`src/sv/mrfc_pkg.sv`:
```
// Shared types, constants and the CRC-16 byte update for the Modbus RTU frame checker.
package mrfc_pkg;

    localparam int          DEF_MAX_FRAME = 256;
    localparam int          MIN_FRAME     = 8;
    localparam int          PAYLOAD_OFS   = 6;

    localparam logic [15:0] CRC_START     = 16'hFFFF;
    localparam logic [15:0] CRC_POLY      = 16'hA001;
    localparam logic [7:0]  CRC_WILDCARD  = 8'hAA;
    localparam logic [7:0]  SLAVE_RESET   = 8'h01;
    localparam logic [7:0]  BROADCAST     = 8'h00;

    typedef enum logic
    {
        KIND_PAYLOAD = 1'b0,
        KIND_VERDICT = 1'b1
    } kind_t;

    typedef enum logic [2:0]
    {
        ST_OK          = 3'd0,
        ST_WRONG_SLAVE = 3'd1,
        ST_CRC_BAD     = 3'd2,
        ST_TOO_SHORT   = 3'd3,
        ST_TOO_LONG    = 3'd4
    } status_t;

    typedef struct packed
    {
        kind_t       kind;
        logic [7:0]  payload_byte;
        logic [7:0]  payload_index;
        status_t     status;
        logic [7:0]  function_code;
        logic [15:0] register_address;
        logic [15:0] register_count;
        logic [7:0]  payload_length;
    } result_t;

    // One byte through the reflected CRC-16, eight shift steps unrolled.
    function automatic logic [15:0] crc_feed(input logic [15:0] crc, input logic [7:0] b);
        logic [15:0] c;
        c = crc ^ {8'h00, b};
        for (int k = 0; k < 8; k++)
        begin
            c = c[0] ? ((c >> 1) ^ CRC_POLY) : (c >> 1);
        end
        return c;
    endfunction

endpackage

```
`src/sv/mrfc_parser.sv`:
```
// Frame state: byte counter, CRC, two-byte delay, header capture, result building.
module mrfc_parser #(
    parameter int MAX_FRAME = mrfc_pkg::DEF_MAX_FRAME
) (
    input  logic              clk,
    input  logic              rst_n,
    input  logic              accept,
    input  logic [7:0]        data_byte,
    input  logic              end_of_frame,
    input  logic [7:0]        slave_address,
    output logic              res_valid,
    output mrfc_pkg::result_t res
);
    import mrfc_pkg::*;

    localparam int CNT_W = $clog2(MAX_FRAME + 2);

    localparam logic [CNT_W-1:0] CNT_SAT      = CNT_W'(MAX_FRAME + 1);
    localparam logic [CNT_W-1:0] CNT_FWD_LO   = CNT_W'(PAYLOAD_OFS + 1);
    localparam logic [CNT_W-1:0] CNT_FWD_HI   = CNT_W'(MAX_FRAME - 2);
    localparam logic [CNT_W-1:0] CNT_MIN_LAST = CNT_W'(MIN_FRAME - 1);
    localparam logic [CNT_W-1:0] CNT_MAX      = CNT_W'(MAX_FRAME);
    localparam logic [CNT_W-1:0] OFS_SLAVE    = CNT_W'(0);
    localparam logic [CNT_W-1:0] OFS_FUNC     = CNT_W'(1);
    localparam logic [CNT_W-1:0] OFS_ADDR_HI  = CNT_W'(2);
    localparam logic [CNT_W-1:0] OFS_ADDR_LO  = CNT_W'(3);
    localparam logic [CNT_W-1:0] OFS_CNT_HI   = CNT_W'(4);
    localparam logic [CNT_W-1:0] OFS_CNT_LO   = CNT_W'(5);

    logic [CNT_W-1:0] cnt_reg, cnt_next;
    logic [15:0]      crc_reg, crc_next;
    logic [7:0]       d0_reg, d0_next;
    logic [7:0]       d1_reg, d1_next;
    logic [7:0]       slave_reg, slave_next;
    logic [7:0]       func_reg, func_next;
    logic [15:0]      addr_reg, addr_next;
    logic [15:0]      count_reg, count_next;

    logic [15:0]      crc_upd;
    logic [7:0]       slave_upd, func_upd;
    logic [15:0]      addr_upd, count_upd;
    logic [7:0]       ofs_low;
    logic             crc_lo_ok, crc_hi_ok;
    status_t          status;

    always_comb
    begin
        // the byte leaving the delay enters the CRC once two bytes are held
        crc_upd   = (cnt_reg >= OFS_ADDR_HI) ? crc_feed(crc_reg, d1_reg) : crc_reg;

        slave_upd = (cnt_reg == OFS_SLAVE)   ? data_byte : slave_reg;
        func_upd  = (cnt_reg == OFS_FUNC)    ? data_byte : func_reg;
        addr_upd  = addr_reg;
        count_upd = count_reg;
        if (cnt_reg == OFS_ADDR_HI)
        begin
            addr_upd = {data_byte, 8'h00};
        end
        if (cnt_reg == OFS_ADDR_LO)
        begin
            addr_upd = {addr_reg[15:8], data_byte};
        end
        if (cnt_reg == OFS_CNT_HI)
        begin
            count_upd = {data_byte, 8'h00};
        end
        if (cnt_reg == OFS_CNT_LO)
        begin
            count_upd = {count_reg[15:8], data_byte};
        end

        ofs_low   = 8'(cnt_reg - CNT_FWD_LO);

        // received CRC: low byte sits in the delay, high byte is this beat
        crc_lo_ok = (d0_reg == crc_upd[7:0])  || (d0_reg == CRC_WILDCARD);
        crc_hi_ok = (data_byte == crc_upd[15:8]) || (data_byte == CRC_WILDCARD);

        if (cnt_reg < CNT_MIN_LAST)
        begin
            status = ST_TOO_SHORT;
        end
        else if (cnt_reg >= CNT_MAX)
        begin
            status = ST_TOO_LONG;
        end
        else if (slave_upd != slave_address && slave_upd != BROADCAST)
        begin
            status = ST_WRONG_SLAVE;
        end
        else if (!crc_lo_ok || !crc_hi_ok)
        begin
            status = ST_CRC_BAD;
        end
        else
        begin
            status = ST_OK;
        end

        res = '0;
        if (end_of_frame)
        begin
            res_valid            = 1'b1;
            res.kind             = KIND_VERDICT;
            res.status           = status;
            res.function_code    = func_upd;
            res.register_address = addr_upd;
            res.register_count   = count_upd;
            res.payload_length   = (status == ST_TOO_SHORT || status == ST_TOO_LONG)
                                   ? 8'h00 : ofs_low;
        end
        else
        begin
            res_valid         = (cnt_reg >= CNT_FWD_LO) && (cnt_reg <= CNT_FWD_HI);
            res.kind          = KIND_PAYLOAD;
            res.payload_byte  = d0_reg;
            res.payload_index = ofs_low;
        end

        cnt_next   = cnt_reg;
        crc_next   = crc_reg;
        d0_next    = d0_reg;
        d1_next    = d1_reg;
        slave_next = slave_reg;
        func_next  = func_reg;
        addr_next  = addr_reg;
        count_next = count_reg;
        if (accept)
        begin
            if (end_of_frame)
            begin
                cnt_next   = '0;
                crc_next   = CRC_START;
                d0_next    = '0;
                d1_next    = '0;
                slave_next = '0;
                func_next  = '0;
                addr_next  = '0;
                count_next = '0;
            end
            else
            begin
                cnt_next   = (cnt_reg < CNT_SAT) ? cnt_reg + CNT_W'(1) : cnt_reg;
                crc_next   = crc_upd;
                d0_next    = data_byte;
                d1_next    = d0_reg;
                slave_next = slave_upd;
                func_next  = func_upd;
                addr_next  = addr_upd;
                count_next = count_upd;
            end
        end
    end

    always_ff @(posedge clk or negedge rst_n)
    begin
        if (!rst_n)
        begin
            cnt_reg   <= '0;
            crc_reg   <= CRC_START;
            d0_reg    <= '0;
            d1_reg    <= '0;
            slave_reg <= '0;
            func_reg  <= '0;
            addr_reg  <= '0;
            count_reg <= '0;
        end
        else
        begin
            cnt_reg   <= cnt_next;
            crc_reg   <= crc_next;
            d0_reg    <= d0_next;
            d1_reg    <= d1_next;
            slave_reg <= slave_next;
            func_reg  <= func_next;
            addr_reg  <= addr_next;
            count_reg <= count_next;
        end
    end

endmodule

```
`config.mk`:
```
export PLATFORM = sky130hd
export DESIGN_NAME = mrfc_parser
export DESIGN_NICKNAME = d
export VERILOG_FILES = /design/src/sv/mrfc_pkg.sv /design/src/sv/mrfc_parser.sv
export SDC_FILE = /design/constraint.sdc
export NUM_CORES = 1
export LEC_CHECK = 0
export BUFFER_PORTS_ARGS = -buffer_cell sky130_fd_sc_hd__clkbuf_2
export CAP_MARGIN = 25
export CORE_ASPECT_RATIO = 0.75
export CORE_MARGIN = 5
export CORE_UTILIZATION = 45
export CTS_BUF_LIST = sky130_fd_sc_hd__clkbuf_4
export CTS_CLUSTER_SIZE = 40
export DETAILED_ROUTE_END_ITERATION = 12
export GPL_TIMING_DRIVEN = 0
export PLACE_DENSITY = 0.76
export SYNTH_ARGS = -nofsm -noshare
export SYNTH_HDL_FRONTEND = slang
export SYNTH_SLANG_ARGS = --single-unit
```
`constraint.sdc`:
```
create_clock -name clk -period 3.9 [get_ports clk]
set_clock_uncertainty 0.15 [all_clocks]
set_input_delay 0.78 -clock clk [delete_from_list [all_inputs] [get_ports clk]]
set_output_delay 0.78 -clock clk [all_outputs]
set_load 0.005 [all_outputs]
```
==> metrics.txt <==
Synth Area in Compound Gates 25.02%; Core Rows 36; CP cell instances xor2_4 -> xnor2_2 -> xnor3_2 -> buf_6 -> xor2_2 -> xor2_1 -> a21oi_1 -> a21bo_1 -> a31oi_2 -> buf_2; number of diodes 0; unrepaired setup endpoints after global routing true; DRC viols 0; crit-path max FO 3; Crit-path slowest cell dfstp_2; Yosys warning total 0; Syn Inst Count about 690; GR Util met1 36.91%; worst hold path type in -> async; crit start category flip-flop; WS Path Type reg -> out; post-synthesis sequential area ratio 37.48%; DRT antenna net count 0; CTS tree yes; DP Wirelength roughly 13000 um; fillers approximately 1200; Die Y roughly 110 um; Worst EP required 2.97 ns; initial antenna violation count 0; fraction of layout cells with a size suffix above 1 between 20% and 30%; static leakage just over 0.003 uW; Worst-Margin Slew about 0.73 ns; asr flop ratio synth between 90% and 100%; worst hold margin approximately 0.11 ns; Final Setup Violations 1; EDFF count, synth 0; Initial Util a little under half; crit end category primary output; Post-Synth XOR/XNOR Area around 9.7%; fin crit share 102.1%; Synthesized Nets a little over 700; largest net degree at the start of global routing 62; routed vias 5779; clk sink count 89; Overflow after GRT 0; Distinct cells, synth between 50 and 60; mux share of post-synthesis cell area 3.193%; vias per cell 5.897; CTS Root Cell clkbuf_4; Syn-to-layout area delta 18.30%; Final Wtd Congestion 0.9155; post-route insts no fill 980; Placed Area 0.006645 sq mm; cell area after synthesis between 0.005 and 0.006 sq mm; Initial DRC Count about 730; Most Crowded Layer GR met1; die width roughly 140 um; placed cell count 946; worst-skew pair later-pin latency around 0.48 ns; IO Count 89; Avg Inst Size Synth between 8 and 9 sq um; clock buffer count from CTS 9; vias in the first global route between 5000 and 6000; Reg clk slew, reported paths between 0.15 and 0.2 ns; FF+latch count, synth 89; commonest register cell after synthesis dfrtp_1; Final min period approximately 4.0 ns; Post-Synth Adder-Cell Area less than 1%; Power, Total roughly 4200 uW; met2 Use GR between 30% and 40%; M3 GR Usage 5.391%; Placeable Area between 0.01 and 0.015 sq mm; final wirelength approximately 19000 um; Simple-Gate Fraction of Synth Area 15.82%; Pwr per Cell Area 586.9 mW/mm^2; fin area a little over 0.007 sq mm; drt wl/cell between 15 and 20 um; violated checks setup timing; Worst R2R Setup Slack ~1.1 ns; max incr delay on CP between 0.6 and 0.7 ns; Final Slew Violations 0; Final Hold Viols 0; worst rel slew slack about half; largest family of logic cells by synthesized area compound AO/OA/AOI/OAI gates; Global Route Usage Sum approximately 24%; PortBufs 81; first-pass GRT wire length approximately 30000 um; Worst R2R Path Depth 9; Die ar. 0.01576 sq mm; Max rail drop VDD ~0.37 mV; fin nets just over 800; PnR worst setup slack -0.08037 ns; H-tree levels 3; drt pass-1 iters 5; Max Clock Freq roughly 250 MHz; Worst Path Arrival between 3 and 4 ns; Max clock buf depth 2; status complete, but fails checks; setup_tns -0.08037 ns; max cap viols 0
[worst paths after layout]
| check | end | startpoint |
|---|---|---|
| worst max register to register | addr_reg[3] | cnt_reg[6] |
| min in group clk | count_reg[2] | count_reg[2] |
| worst min-delay path | cnt_reg[3] | rst_n |
| worst min register to register | count_reg[2] | count_reg[2] |
| worst max-delay path | res[49] | crc_reg[3] |
| max in group asynchronous | crc_reg[10] | rst_n |
[logic make-up after synthesis]
group                    Yosys count
XOR/XNOR                          54
AO/OA/AOI/OAI                    211
multiplexers                      18
AND/OR/NAND/NOR                  197
flip-flops                        89
buffers and inverters            120
adder cells (fa/ha/maj)            4
[critical path: cells and delay by family (launching register included)]
kind | cells | cell delay, ns
flops | 1 | 0.63
compound gates | 3 | 0.49
xor+xnor | 5 | 1.16
buf+inv | 2 | 0.29
[cell usage after synthesis (all sizes together), types with 10 or more instances]
library cell,number,area share [%]
a21boi,40,5.0
xor2,13,2.1
o21ai,23,2.0
dfstp,16,7.0
inv,54,3.4
nand3b,11,1.4
a21oi,18,1.5
buf,19,1.6
xnor2,37,6.0
nor2,40,2.5
o22a,27,4.0
nor3,10,0.83
o22ai,42,4.4
dfrtp,73,30
nand2,83,5.2
a22oi,32,4.0
clkbuf,47,2.9
[power by group]
| part | internal, uW | switching [uW] | leakage (uW) | total (uW) |
|---|---|---|---|---|
| Sequential | 1160 | 205 | 0.00114 | 1370 |
| Clock | 202 | 376 | 0.0000780 | 578 |
| Combinational | 1120 | 1090 | 0.00187 | 2220 |
| Total | 2490 | 1670 | 0.00309 | 4160 |
[layout make-up]
type / instances / area, sq um / share of cell area, %
inverter: 54 / 202.7 / 2.858
buffer: 63 / 274.0 / 3.863
multi-input combinational: 484 / 3408 / 48.05
sequential: 89 / 2252 / 31.75
timing repair buffer: 103 / 594.3 / 8.379
clock buffer: 9 / 67.56 / 0.9525
clock inverter: 7 / 80.08 / 1.129
tap: 171 / 214.0 / 3.016
[cell usage in the layout (no fill, tap or decap), drive strengths merged, types with 4 or more instances in the layout]
cell type / instances
a21boi: 40
a21oi: 18
a22o: 8
a22oi: 32
a31oi: 4
and2: 7
and3: 6
buf: 41
clkbuf: 134
clkinv: 4
dfrtp: 73
dfstp: 16
ha: 4
inv: 55
mux2: 9
mux2i: 9
nand2: 83
nand3: 8
nand3b: 11
nor2: 40
nor2b: 8
nor3: 10
nor4: 9
o21ai: 23
o22a: 27
o22ai: 42
xnor2: 37
xnor3: 4
xor2: 13
[per-layer routing]
layer	vias up	wire (um)
met5	-	0
met4	0	208
met3	16	1913
met2	308	8232
met1	2811	8813
li1	2644	-
[through the flow]
stage,utilization [%],setup slack [ns]
finish,54.49,-0.08037
global route,54.49,-0.1909
CTS,52.81,-0.2682
detailed placement,51.05,0.08228
global placement,50.82,0.09378
floorplan,-,0.6167
[timing repair]
action | CTS | global route
setup endpoints to repair | 14 | 21
resized for setup | 9 | 33
hold buffers | 0 | 0
gates cloned | 0 | 1
pin swaps | 6 | 11
buffers inserted | 5 | 15
(Power assumes the default switching activity.)
